File: src/hw/rtl/swd_debug_port_target_macros.svh
// Assertion macros shared by the debug port target.
`ifndef SWD_DEBUG_PORT_TARGET_MACROS_SVH
`define SWD_DEBUG_PORT_TARGET_MACROS_SVH

// Implication checked on every clock edge outside reset.
`define SWDP_ASSERT_IMP(label, clk, rst_n, pre, post) \
  label: assert property (@(posedge clk) disable iff (!rst_n) (pre) |-> (post)) \
    else $error("assertion failed");

// Next-cycle implication checked outside reset.
`define SWDP_ASSERT_NEXT(label, clk, rst_n, pre, post) \
  label: assert property (@(posedge clk) disable iff (!rst_n) (pre) |=> (post)) \
    else $error("assertion failed");

`endif

File: src/hw/rtl/swdp_pkg.sv
`default_nettype none
package swdp_pkg;

  localparam logic [7:0] HdrOnes     = 8'hFF;
  localparam logic [7:0] HdrJtagA    = 8'h79;
  localparam logic [7:0] HdrJtagB    = 8'hE7;
  localparam logic [5:0] OnesCap     = 6'd56;
  localparam logic [5:0] LineResetBits = 6'd50;
  localparam logic [31:0] AbortMask  = 32'h0000_00B2;
  localparam logic [31:0] StatForced = 32'hA800_0000;
  localparam logic [31:0] WdataErrBit = 32'h0000_0080;
  localparam logic [3:0]  BankIdr    = 4'hF;

  localparam logic [2:0] AckNone  = 3'd0;
  localparam logic [2:0] AckOk    = 3'd1;
  localparam logic [2:0] AckWait  = 3'd2;
  localparam logic [2:0] AckFault = 3'd4;

  localparam logic [1:0] BusNone  = 2'd0;
  localparam logic [1:0] BusRead  = 2'd1;
  localparam logic [1:0] BusWrite = 2'd2;

  localparam logic [1:0] AddrA0 = 2'd0;
  localparam logic [1:0] AddrA4 = 2'd1;
  localparam logic [1:0] AddrA8 = 2'd2;
  localparam logic [1:0] AddrAC = 2'd3;

  localparam int unsigned QueueDepthDefault = 2;

  // Classified request passed from the front to the back.
  typedef struct packed {
    logic        is_resp;
    logic        is_ones;
    logic        is_jtag;
    logic        bad_hdr;
    logic        apndp;
    logic        rnw;
    logic [1:0]  addr;
    logic        wpar_err;
    logic [31:0] wdata;
    logic [31:0] rdata;
    logic        rpar;
  } req_t;

  typedef struct packed {
    logic        reply_valid;
    logic [2:0]  ack;
    logic [31:0] read_data;
    logic        read_parity;
    logic [1:0]  bus_request;
    logic [31:0] bus_address;
    logic [1:0]  bus_size;
    logic [31:0] bus_write_data;
    logic        write_data_error;
  } res_t;

endpackage
`default_nettype wire

File: src/hw/rtl/swdp_front.sv
`default_nettype none
// Front part: decodes a request, marks JTAG select bytes and checks parity.
module swdp_front (
  input  wire logic          clk_i,
  input  wire logic          rst_ni,
  input  wire logic          in_valid,
  output logic               in_stall,
  input  wire logic          action_i,
  input  wire logic [7:0]    header_i,
  input  wire logic [31:0]   write_data_i,
  input  wire logic          write_parity_i,
  input  wire logic [31:0]   bus_read_data_i,
  output logic               q_valid_o,
  input  wire logic          q_stall_i,
  output swdp_pkg::req_t     q_req_o
);
  import swdp_pkg::*;

  logic   v_q;
  req_t   r_q, r_d;
  logic   keep;

  // Classify the request; JTAG select bytes need no back work but still clear
  // the ones count, so they travel as a plain marker.
  always_comb begin
    r_d = '0;
    r_d.is_resp  = action_i;
    r_d.is_ones  = !action_i && (header_i == HdrOnes);
    r_d.apndp    = header_i[1];
    r_d.rnw      = header_i[2];
    r_d.addr     = header_i[4:3];
    r_d.bad_hdr  = !header_i[0] || !header_i[7] ||
                   (header_i[5] != (header_i[1] ^ header_i[2] ^ header_i[3] ^ header_i[4]));
    r_d.wpar_err = (^write_data_i) != write_parity_i;
    r_d.wdata    = write_data_i;
    r_d.rdata    = bus_read_data_i;
    r_d.rpar     = ^bus_read_data_i;
    keep = 1'b1;
    if (!action_i && (header_i == HdrJtagA || header_i == HdrJtagB)) begin
      // Marker: treated in back as a bare ones-count clear.
      r_d.is_jtag = 1'b1;
      r_d.is_ones = 1'b0;
      r_d.bad_hdr = 1'b0;
      r_d.is_resp = 1'b0;
    end
  end

  assign in_stall  = v_q && q_stall_i;
  assign q_valid_o = v_q;
  assign q_req_o   = r_q;

  // Register stage between the host side and the queue.
  always_ff @(posedge clk_i or negedge rst_ni) begin
    if (!rst_ni) begin
      v_q <= 1'b0;
    end else if (!in_stall) begin
      v_q <= in_valid && keep;
    end
  end

  always_ff @(posedge clk_i) begin
    if (!in_stall && in_valid) begin
      r_q <= r_d;
    end
  end
endmodule
`default_nettype wire

File: src/hw/rtl/swdp_queue.sv
`default_nettype none
// Short queue between the front and the back.
module swdp_queue #(
  parameter int unsigned Depth = swdp_pkg::QueueDepthDefault
) (
  input  wire logic        clk_i,
  input  wire logic        rst_ni,
  input  wire logic        w_valid_i,
  output logic             w_stall_o,
  input  wire swdp_pkg::req_t w_req_i,
  output logic             r_valid_o,
  input  wire logic        r_stall_i,
  output swdp_pkg::req_t   r_req_o
);
  import swdp_pkg::*;

  localparam int unsigned Aw = (Depth > 1) ? $clog2(Depth) : 1;

  req_t              mem_q [Depth];
  logic [Aw-1:0]     wp_q, rp_q;
  logic [Aw:0]       cnt_q;
  logic              push, pop;

  assign w_stall_o = (cnt_q == (Aw+1)'(Depth));
  assign r_valid_o = (cnt_q != '0);
  assign r_req_o   = mem_q[rp_q];
  assign push = w_valid_i && !w_stall_o;
  assign pop  = r_valid_o && !r_stall_i;

  // Pointers wrap at the depth.
  always_ff @(posedge clk_i or negedge rst_ni) begin
    if (!rst_ni) begin
      wp_q  <= '0;
      rp_q  <= '0;
      cnt_q <= '0;
    end else begin
      if (push) wp_q <= (wp_q == Aw'(Depth - 1)) ? '0 : wp_q + 1'b1;
      if (pop)  rp_q <= (rp_q == Aw'(Depth - 1)) ? '0 : rp_q + 1'b1;
      cnt_q <= cnt_q + (Aw+1)'(push) - (Aw+1)'(pop);
    end
  end

  always_ff @(posedge clk_i) begin
    if (push) begin
      mem_q[wp_q] <= w_req_i;
    end
  end
endmodule
`default_nettype wire

File: src/hw/rtl/swdp_back.sv
`default_nettype none
// Back part: owns the DP and AP registers and builds the result.
module swdp_back (
  input  wire logic           clk_i,
  input  wire logic           rst_ni,
  input  wire logic [31:0]    dp_id_i,
  input  wire logic [31:0]    ap_id_i,
  input  wire logic           q_valid_i,
  output logic                q_stall_o,
  input  wire swdp_pkg::req_t q_req_i,
  output logic                out_valid,
  input  wire logic           out_stall,
  output swdp_pkg::res_t      res_o,
  output logic                pending_o
);
  import swdp_pkg::*;

  logic [31:0] ctrl_q, ctrl_d, rbuf_q, rbuf_d, csw_q, csw_d, tar_q, tar_d;
  logic [3:0]  sel_q, sel_d;
  logic [5:0]  ones_q, ones_d;
  logic        pend_q, pend_d;
  logic        ov_q;
  res_t        res_q, res_d;
  logic        emit, take;
  logic [1:0]  sz;
  logic [31:0] v;
  logic [6:0]  ones_sum;
  req_t        r;

  assign r         = q_req_i;
  assign q_stall_o = ov_q && out_stall;
  assign take      = q_valid_i && !q_stall_o;
  assign out_valid = ov_q;
  assign res_o     = res_q;
  assign pending_o = pend_q;
  assign sz        = (csw_q[2:0] > 3'd2) ? 2'd2 : csw_q[1:0];
  assign ones_sum  = {1'b0, ones_q} + 7'd8;

  // Execute one request against the register set.
  always_comb begin
    ctrl_d = ctrl_q; rbuf_d = rbuf_q; csw_d = csw_q; tar_d = tar_q;
    sel_d = sel_q; ones_d = ones_q; pend_d = pend_q;
    res_d = '0; emit = 1'b0; v = '0;
    if (r.is_ones) begin
      ones_d = (ones_sum > {1'b0, OnesCap}) ? OnesCap : ones_sum[5:0];
      if (ones_d >= LineResetBits) begin
        ctrl_d = '0; sel_d = '0; csw_d = '0; tar_d = '0; pend_d = 1'b0;
      end
    end else if (r.is_jtag) begin
      // A JTAG select byte only clears the ones count.
      ones_d = '0;
    end else if (r.is_resp) begin
      // A bus response completes a pending DRW read.
      if (pend_q) begin
        pend_d = 1'b0;
        rbuf_d = r.rdata;
        emit = 1'b1;
        res_d.reply_valid = 1'b1;
        res_d.ack = AckOk;
        res_d.read_data = r.rdata;
        res_d.read_parity = r.rpar;
      end
    end else begin
      ones_d = '0;
      emit = 1'b1;
      res_d.reply_valid = 1'b1;
      if (r.bad_hdr) begin
        res_d.ack = AckFault;
      end else if (pend_q) begin
        res_d.ack = AckWait;
      end else if (r.rnw) begin
        res_d.ack = AckOk;
        if (r.apndp) begin
          if (sel_q == BankIdr) v = (r.addr == AddrAC) ? ap_id_i : '0;
          else if (r.addr == AddrA0) v = csw_q;
          else if (r.addr == AddrA4) v = tar_q;
          else if (r.addr == AddrAC) begin
            res_d.reply_valid = 1'b0;
            res_d.ack = AckNone;
            res_d.bus_request = BusRead;
            res_d.bus_address = tar_q;
            res_d.bus_size = sz;
            if (csw_q[5:4] == 2'd1 || csw_q[5:4] == 2'd2) tar_d = tar_q + (32'd1 << sz);
            pend_d = 1'b1;
          end
          if (!(sel_q != BankIdr && r.addr == AddrAC)) rbuf_d = v;
        end else begin
          case (r.addr)
            AddrA0: v = dp_id_i;
            AddrA4: v = ctrl_q | StatForced;
            AddrAC: v = rbuf_q;
            default: v = '0;
          endcase
        end
        if (res_d.reply_valid) begin
          res_d.read_data = v;
          res_d.read_parity = ^v;
        end
      end else begin
        res_d.ack = AckOk;
        if (r.wpar_err) begin
          ctrl_d = ctrl_q | WdataErrBit;
          res_d.write_data_error = 1'b1;
        end else if (r.apndp) begin
          if (sel_q == 4'd0) begin
            case (r.addr)
              AddrA0: csw_d = r.wdata;
              AddrA4: tar_d = r.wdata;
              AddrAC: begin
                res_d.bus_request = BusWrite;
                res_d.bus_address = tar_q;
                res_d.bus_size = sz;
                res_d.bus_write_data = r.wdata;
                if (csw_q[5:4] == 2'd1 || csw_q[5:4] == 2'd2) tar_d = tar_q + (32'd1 << sz);
              end
              default: ;
            endcase
          end
        end else begin
          case (r.addr)
            AddrA0: if (r.wdata[0]) ctrl_d = ctrl_q & ~AbortMask;
            AddrA4: ctrl_d = r.wdata;
            AddrA8: sel_d = r.wdata[7:4];
            default: ;
          endcase
        end
      end
    end
  end

  always_ff @(posedge clk_i or negedge rst_ni) begin
    if (!rst_ni) begin
      ctrl_q <= '0; rbuf_q <= '0; csw_q <= '0; tar_q <= '0;
      sel_q <= '0; ones_q <= '0; pend_q <= 1'b0; ov_q <= 1'b0;
    end else begin
      if (take) begin
        ctrl_q <= ctrl_d; rbuf_q <= rbuf_d; csw_q <= csw_d; tar_q <= tar_d;
        sel_q <= sel_d; ones_q <= ones_d; pend_q <= pend_d;
      end
      if (!q_stall_o) ov_q <= take && emit;
    end
  end

  // Result register toward the host side.
  always_ff @(posedge clk_i) begin
    if (!q_stall_o) res_q <= res_d;
  end
endmodule
`default_nettype wire

File: src/hw/rtl/swd_debug_port_target.sv
// Channel   | handshake            | payload
// input     | in_valid / in_stall  | action_i header_i write_data_i write_parity_i bus_read_data_i
// result    | out_valid / out_stall| reply_valid_o ack_o read_data_o read_parity_o bus_*_o
//                                    write_data_error_o
// config    | cfg_we_i             | cfg_index_i cfg_data_i
// One request per cycle is accepted when nothing stalls; a result passes through the
// decode register, the queue and the result register on its way out.
// The rate is set by the single register-update step in the back part.
// Reset is asynchronous and active low; it restores the ID values and clears the control state.
// A stall on the result side fills the queue (two entries by default) before the input stalls.
`default_nettype none
module swd_debug_port_target #(
  parameter int unsigned QueueDepth = swdp_pkg::QueueDepthDefault
) (
  input  wire logic        clk_i,
  input  wire logic        rst_ni,
  input  wire logic        cfg_we_i,
  input  wire logic        cfg_index_i,
  input  wire logic [31:0] cfg_data_i,
  input  wire logic        in_valid,
  output logic             in_stall,
  input  wire logic        action_i,
  input  wire logic [7:0]  header_i,
  input  wire logic [31:0] write_data_i,
  input  wire logic        write_parity_i,
  input  wire logic [31:0] bus_read_data_i,
  output logic             out_valid,
  input  wire logic        out_stall,
  output logic             reply_valid_o,
  output logic [2:0]       ack_o,
  output logic [31:0]      read_data_o,
  output logic             read_parity_o,
  output logic [1:0]       bus_request_o,
  output logic [31:0]      bus_address_o,
  output logic [1:0]       bus_size_o,
  output logic [31:0]      bus_write_data_o,
  output logic             write_data_error_o
);
  import swdp_pkg::*;
  `include "swd_debug_port_target_macros.svh"

  logic [31:0] dp_id_q, ap_id_q;
  logic        fq_valid, fq_stall, qb_valid, qb_stall, pend;
  req_t        fq_req, qb_req;
  res_t        res;

  // Identification registers.
  always_ff @(posedge clk_i or negedge rst_ni) begin
    if (!rst_ni) begin
      dp_id_q <= 32'h0BB1_1477;
      ap_id_q <= 32'h0477_0021;
    end else if (cfg_we_i) begin
      if (!cfg_index_i) dp_id_q <= cfg_data_i;
      else ap_id_q <= cfg_data_i;
    end
  end

  swdp_front u_front (
    .clk_i, .rst_ni, .in_valid, .in_stall, .action_i, .header_i, .write_data_i,
    .write_parity_i, .bus_read_data_i,
    .q_valid_o(fq_valid), .q_stall_i(fq_stall), .q_req_o(fq_req)
  );

  swdp_queue #(.Depth(QueueDepth)) u_queue (
    .clk_i, .rst_ni, .w_valid_i(fq_valid), .w_stall_o(fq_stall), .w_req_i(fq_req),
    .r_valid_o(qb_valid), .r_stall_i(qb_stall), .r_req_o(qb_req)
  );

  swdp_back u_back (
    .clk_i, .rst_ni, .dp_id_i(dp_id_q), .ap_id_i(ap_id_q),
    .q_valid_i(qb_valid), .q_stall_o(qb_stall), .q_req_i(qb_req),
    .out_valid, .out_stall, .res_o(res), .pending_o(pend)
  );

  assign reply_valid_o      = res.reply_valid;
  assign ack_o              = res.ack;
  assign read_data_o        = res.read_data;
  assign read_parity_o      = res.read_parity;
  assign bus_request_o      = res.bus_request;
  assign bus_address_o      = res.bus_address;
  assign bus_size_o         = res.bus_size;
  assign bus_write_data_o   = res.bus_write_data;
  assign write_data_error_o = res.write_data_error;

  `SWDP_ASSERT_IMP(a_read_parity, clk_i, rst_ni, out_valid, read_parity_o == ^read_data_o)
  `SWDP_ASSERT_IMP(a_bus_read_silent, clk_i, rst_ni,
    out_valid && bus_request_o == BusRead, !reply_valid_o && ack_o == AckNone)
  `SWDP_ASSERT_IMP(a_read_sets_pending, clk_i, rst_ni,
    out_valid && !out_stall && bus_request_o == BusRead, pend)
  `SWDP_ASSERT_NEXT(a_result_held, clk_i, rst_ni,
    out_valid && out_stall, out_valid && $stable(res))
endmodule
`default_nettype wire
File: config.mk
export PLATFORM = sky130hd
export DESIGN_NAME = swd_debug_port_target
export DESIGN_NICKNAME = d
export VERILOG_FILES = /design/src/hw/rtl/swdp_pkg.sv /design/src/hw/rtl/swdp_front.sv /design/src/hw/rtl/swdp_queue.sv /design/src/hw/rtl/swdp_back.sv /design/src/hw/rtl/swd_debug_port_target.sv
export VERILOG_INCLUDE_DIRS = /design/src /design/src/hw/rtl
export SDC_FILE = /design/constraint.sdc
export NUM_CORES = 1
export LEC_CHECK = 0
export BUFFER_PORTS_ARGS = -buffer_cell sky130_fd_sc_hd__buf_4
export CELL_PAD_IN_SITES_DETAIL_PLACEMENT = 0
export CELL_PAD_IN_SITES_GLOBAL_PLACEMENT = 1
export CORE_MARGIN = 2
export CORE_UTILIZATION = 35
export DETAILED_ROUTE_END_ITERATION = 12
export PLACE_DENSITY = 0.58
export SLEW_MARGIN = 15
export SYNTH_ARGS = -nofsm -noshare
export SYNTH_HDL_FRONTEND = slang
export SYNTH_SLANG_ARGS = --single-unit
File: constraint.sdc
create_clock -name clk_i -period 8.61 [get_ports clk_i]
set_input_delay 0.4305 -clock clk_i [delete_from_list [all_inputs] [get_ports clk_i]]
set_output_delay 0.4305 -clock clk_i [all_outputs]
set_load 0.03 [all_outputs]
Yosys cells after proc, flatten, opt, wreduce, memory -nomap -nowiden
Memories as Yosys holds them, arrays and structs flattened.
Cells that the tools add are included.

word-level totals
  register bits = 388
  RAM bits = 148
  output and inout port bits = 108
  word-level logic and storage cells = 270
  memories = 1

memories
  name           depth  width  read ports  clocked after Yosys merged registers in  write ports  RTL line          RTL
  u_queue.mem_q  2      74     1           0                                        1            swdp_queue.sv:19  req_t mem_q [Depth];

cells by class
  add/sub/neg operators = 6
  order comparisons = 3
  eq/ne operators = 36
  shift-type cells = 1
  muxes and demuxes = 127
  bitwise gates (word level) = 9
  reductions and logical operators = 51

operators with widths
  operator                count
  $mux W32                44
  $mux W68                4
  $mux W31                8
  $mux W102               2
  $mux W36                5
  $mux W33                3
  $pmux W32 S3            1
  $reduce_xor A32 Y1      3
  $mux W4                 21
  $mux W37                2
  $pmux W32 S2            1
  $pmux W31 S2            1
  $mux W35                1
  $reduce_and A11 Y1      3
  $add A32 B32 Y32        1
  $shl A1 B2 Y32 const A  1
  $mux W1                 24
  $mux W6                 4
  $reduce_and A10 Y1      2
  $eq A8 B8 Y1 const B    2
  $ne A2 B1 Y1 const B    8
  $reduce_bool A2 Y1      8
  $reduce_and A14 Y1      1
  $ne A3 B3 Y1 const B    4
  36 further kinds        79

Depth between registers and ports, before layout
An unclocked memory read counts as a cell.

  depth in word-level cells = 18
  gate-level depth with buffers = 16
  gate-level depth less buffers = 16

Cells and area by module
A second synthesis with hierarchy kept.

unflattened totals
  cells, all modules = 1984
  area, all modules = 24422.2 um^2

by module, submodules not included
  module                 times used  cells each  area each (um^2)  sequential area each (um^2)
  swdp_back              1           1445        13306.5           6586.3
  swdp_queue             1           248         5750.5            4544.4
  swdp_front             1           154         2909.0            2247.2
  swd_debug_port_target  1           137         2456.1            1631.6

Worst setup path after synthesis
No wires, ideal clock.

  path kind = flip-flop to flip-flop
  from = register u_back.ov_q (netlist: u_back.out_valid)
  to = register u_back.ctrl_q[10]
  library setup time = 0.125 ns
  arrival time = 5.024 ns
  required time = 8.485 ns
  setup slack = 3.461 ns
  cell stages (with the launch flop) = 8
  path buffers = 1
  period minus slack after synthesis = 5.149 ns
  cells stage by stage = dfrtp_1 > nand2_1 > o21ai_1 > a211oi_1 > nand2_1 > nor2_1 > buf_2 > mux2_2

on the way
  cells in the longest elaborated chain, start to end = 4

RTL lines
  item                                 RTL line          RTL
  start, declared                      swdp_back.sv:22   logic ov_q;
  start signal, assigned               swdp_back.sv:140  if (!q_stall_o) ov_q <= take && emit;
  $logic_and A1 B1 Y1                  swdp_back.sv:31   assign q_stall_o = ov_q && out_stall;
  $logic_not A1 Y1                     swdp_back.sv:32   assign take = q_valid_i && !q_stall_o;
  $logic_and A1 B1 Y1                  swdp_back.sv:32
  $reduce_and A11 Y1 (no source line)  -
  end signal, assigned                 swdp_back.sv:137  ctrl_q <= ctrl_d; rbuf_q <= rbuf_d; csw_q <= csw_d; tar_q <= tar_d;
  end, declared                        swdp_back.sv:18   logic [31:0] ctrl_q, ctrl_d, rbuf_q, rbuf_d, csw_q, csw_d, tar_q, tar_d;

Every way passes these cells.
A chain may end at the register's enable or synchronous reset.

Worst setup path after layout
  from = register u_queue.rp_q
  to = register u_back.res_q (netlist bit u_back.res_o[69]), data pin

on the way
  cells in the longest elaborated chain, start to end = 18
  elaborated cells on any way between the ends = 35
  classes of those cells = eq/ne (2); mux (29); reduce/logical (3); memory (1)

RTL lines
  item                                           RTL line                          RTL
  start, declared                                swdp_queue.sv:20                  logic [Aw-1:0] wp_q, rp_q;
  start signal, assigned                         swdp_queue.sv:38                  if (pop) rp_q <= (rp_q == Aw'(Depth - 1)) ? '0 : rp_q + 1'b1;
  $mem_v2 Z2 W74 *                               -
  $eq A2 B1 Y1 or $eq A2 B2 Y1 (tied branches)   -
  $mux W32 or $mux W4 (tied branches)            swdp_back.sv:76, swdp_back.sv:77
  $mux W32 or $mux W4 (tied branches)            swdp_back.sv:75, swdp_back.sv:76
  $mux W32 or $mux W4 (tied branches)            swdp_back.sv:74, swdp_back.sv:75
  $mux W32 or $mux W4 (tied branches)            swdp_back.sv:73, swdp_back.sv:74
  $mux W32 or $mux W4 (tied branches)            swdp_back.sv:71, swdp_back.sv:73
  $mux W32 or $mux W4 (tied branches)            swdp_back.sv:69, swdp_back.sv:71
  (+2 left out)                                  -
  $mux W32 or $mux W4 (tied branches)            swdp_back.sv:49, swdp_back.sv:52
  $mux W32 or $mux W4 (tied branches)            swdp_back.sv:44, swdp_back.sv:49
  $reduce_xor A32 Y1 or $mux W4 (tied branches)  swdp_back.sv:97, swdp_back.sv:44
  $mux W33                                       swdp_back.sv:95                   if (res_d.reply_valid) begin
  $mux W33                                       swdp_back.sv:71                   end else if (r.rnw) begin
  $mux W102                                      swdp_back.sv:69                   end else if (pend_q) begin
  $mux W102                                      swdp_back.sv:67                   if (r.bad_hdr) begin
  $mux W37                                       swdp_back.sv:52                   end else if (r.is_resp) begin
  end signal, assigned                           swdp_back.sv:146                  if (!q_stall_o) res_q <= res_d;
  end, declared                                  swdp_back.sv:23                   res_t res_q, res_d;

Mark *: on every way between the ends. The rest lies on a longest branch, timed or not. The select of a mux whose other input is x is not followed.

==> impl_results.md <==
* Initial antenna violation count at 1
* Unrepaired setup endpoints after global routing: false
* Sequential Area at between 15000 and 20000 um^2
* Largest net degree at the start of global routing at 81
* TritonCTS clock tree: built
* Status: finished clean
* Root Buffer: clkbuf_16
* Fmax at just over 200 MHz
* DRC Markers at 0
* Post-synthesis sequential area ratio at a little over three fifths
* CP dominant cell by count: xnor3_1
* LEAKAGE at about 12 nW
* Endpoint class of the critical path: register
* HPWL Detailed at 51500 um
* Post-CTS setup buffer count at 0
* Vias post-DR at 16100
* Rows at 95
* HP Class: in2reg
* Slew @ Worst Pin at between 1 and 1.5 ns
* Total global routing overflow at 0
* Antenna cells at 0
* Number of nets with antenna violations after routing at 0
* Post-Syn Area at 23700 um^2
* Final setup viols at 0
* Crit path DAT at around 5.3 ns
* # clock sinks at 533
* Yosys Warn Count at 0
* Share of layout cells above drive strength 1 at 22.6%
* Drt wl/cell at 24.1 um
* Crit path to: u_back.res_o[69]
* Number of flops mapped to enable cells by yosys at 328
* Reg2Reg Depth at 11
* Core area at 67200 um^2
* CP cell instances: mux2i_4 > buf_4 > nor2_1 > a21oi_1 > o21ai_0 > o21ai_0 > xnor3_1 > xnor3_1 > xnor3_1 > nand2_1 > a21oi_1
* RR Startpoint: u_queue.rp_q
* Initial Util at a little over a third
* Slew Limit Fails at 0
* Maximum vdd drop at 0.264 mV
* Worst setup path start: u_queue.rp_q
* Critical setup path kind: reg2reg
* Final period util at 57.8%
* Max Cap Violations at 0
* Pwr/cell area at 384 nW/um^2
* Htree depth at 2
* Place WS at ~3.6 ns
* Clk buf depth at 3
* Layout net count at 2280
* Unique masters post-synth at between 60 and 70
* DRT Wirelength at 74300 um
* Io pins at 220
* Die height at 264 um
* Final hold viol count at 0
* Vias in the first global route at 16500
* Flops & latches, synth at around 530
* Fillers at just over 6000
* Drt initial violations at about 1200
* Multi-input logic area at 8240 um^2
* First-pass GRT wire length at 109000 um
* IO buf count at 219
* Top FF cell, synth: edfxtp_1
* Vias per cell at 5.22
* Accumulated negative setup slack at 0 ns
* Clock latency on the worst-skew pair at 0.63 ns
* Tmin final at 4.97 ns
* GRT Resource Usage Total at 21.2%
* First drt pass iteration count at 5
* Type of origin of the critical path: register
* Flop2flop setup slack at 3.64 ns
* Cts bufs inserted at between 50 and 60
* Crit path required time at just under 9 ns
* Max FO, Critical Path at 36
* Die ar. at approximately 70000 um^2
* # hold bufs at CTS at 70
* Synth Area per Inst at around 13 um^2
* Slew Limit Headroom at 18.3%
* Mapped Cells at 1883
* Crit path largest cell delay at 0.93 ns
* Clk slew on worst S/H paths at around 0.060 ns
* Layout area overhead at 22.2%
* Die width at 264 um
* Final WS setup at between 3 and 4 ns
* Post-CTS Resized at 0
* Routability congestion estimate at 0.863
* Worst Clk Skew at 0.0221 ns
* Syn_nets at 2005
* Worst R2R End: u_back.res_o[69]
* Slowest stage cell, crit path: mux2i_4
* Share of flip-flops with an asynchronous set or reset at ~38%
* Power, Total at ~11 mW
critical path, delay by kind of cell (launching register included):
kind,cells,cell delay (ns)
XOR/XNOR,3,1.21
buffers and inverters,1,0.59
multiplexers,1,0.93
AND/OR/NAND/NOR,2,0.16
flip-flops,1,0.83
AO/OA/AOI/OAI,4,0.92
registers in the layout (all words and copies together), names as in the netlist, 5 cells and up:
register	cells
u_queue.mem_q	148
u_back.csw_q	32
u_back.ctrl_q	29
u_back.tar_q	32
u_back.rbuf_q	32
u_front.q_req_o	74
dp_id_q	32
u_back.ones_q	5
u_back.res_o	106
ap_id_q	32
metal layers:
layer	routed length (um)	vias to the layer above	share of wire, %	global-route usage (%)
li1	-	7408	-	-
met1	31900	8130	43	28.1
met2	37200	436	50	36.7
met3	3510	91	4.7	2.99
met4	1700	0	2.3	5.54
met5	0	-	0	0
final cells by class:
| cell class | instances | share of cell area (%) |
|---|---|---|
| Inverter | 20 | 0.259 |
| Multi-Input combinational cell | 1222 | 28.4 |
| Clock inverter | 25 | 0.920 |
| Clock buffer | 84 | 5.80 |
| Timing Repair Buffer | 323 | 9.00 |
| Tap cell | 873 | 3.77 |
| Sequential cell | 533 | 51.8 |
worst min path at each step:
stage,from,to,slack [ns],depth (start not counted)
2_1_floorplan,rst_ni,ap_id_q[10],0.13,0
3_3_place_gp,u_front.q_req_o[72],u_queue.mem_q[0][72],0.42,0
3_5_place_dp,u_front.q_req_o[40],u_queue.mem_q[1][40],0.43,0
4_1_cts,cfg_data_i[9],ap_id_q[9],0.001,2
5_1_grt,header_i[4],u_front.q_req_o[67],0.01,1
6_report,header_i[4],u_front.q_req_o[67],0.04,1
cell families (layout without fill, tap and decap cells):
kind of cell	count (synthesis)	after routing	share of synthesized area, %
DFF	533	533	63.3
and+or+nand+nor	501	501	9.12
AOI/OAI and AO/OA	383	383	10.1
muxes	227	227	10.2
buffers and inverters	128	452	2.40
xor gates and xnor gates	100	100	4.22
adders and majority gates	10	10	0.559
other	1	1	0.0158
Yosys cell counts, drive strengths merged, types with 4 or more instances:
cell type,n,share of area [%]
a211o,7,0.26
a211oi,4,0.13
a21o,9,0.28
a21oi,91,1.9
a221o,8,0.34
a31oi,11,0.29
a32o,4,0.17
and2,37,0.98
and3,17,0.45
buf,37,0.96
clkbuf,71,1.1
dfrtp,181,19
dfstp,24,2.7
edfxtp,328,42
ha,9,0.47
inv,20,0.32
mux2,111,5.3
mux2i,116,4.9
nand2,175,2.8
nand2b,4,0.11
nand3,22,0.46
nand4,6,0.16
nor2,201,3.2
nor2b,5,0.13
nor3,14,0.30
nor4,6,0.16
o21ai,142,3.1
o22a,23,0.85
o22ai,12,0.32
o2bb2ai,19,0.70
o31ai,35,1.1
o32a,8,0.34
or2,4,0.11
xnor2,73,2.7
xnor3,9,0.85
xor2,18,0.66
stage by stage:
step	area (um^2)	hold slack, ns	utilization (%)	std cells
6_report	29000	0.0428	43.1	3080
3_3_place_gp	26300	0.424	39.2	2901
2_1_floorplan	23700	0.135	-	1883
4_1_cts	29000	0.00105	43.1	3080
3_5_place_dp	26300	0.430	39.2	2901
5_1_grt	29000	0.00958	43.1	3080
power by group:
part / internal [mW] / switching, mW
combinational: 1.71 / 2.76
clock: 1.48 / 1.06
sequential: 3.58 / 0.539
total: 6.77 / 4.36
layout by cell type (no fill, tap or decap), types with 6 or more instances in the layout:
master	Yosys	layout
dfrtp_1	181	180
nand2_1	175	173
xor2_1	18	18
nand4_1	6	6
nor4_1	6	6
nor2_1	201	198
a21o_1	9	9
and3_1	17	16
o21ai_0	129	129
nor3_1	14	14
buf_4	3	252
a211o_1	7	7
o22a_1	23	23
mux2i_1	114	111
o31ai_1	35	35
o21ai_2	6	6
dfstp_2	24	24
clkbuf_8	0	12
inv_1	20	20
o22ai_1	12	12
xnor2_1	73	73
clkbuf_1	71	14
clkinv_2	0	12
o2bb2ai_1	19	19
nand3_1	22	22
clkbuf_16	0	59
a21oi_1	91	91
mux2_2	103	103
dlygate4sd3_1	0	70
and2_1	37	36
a221o_1	8	8
edfxtp_1	328	328
ha_1	9	9
xnor3_1	9	9
mux2_1	6	6
o32a_1	8	8
a31oi_1	11	11
No activity file was read; power rests on OpenSTA's default activity.
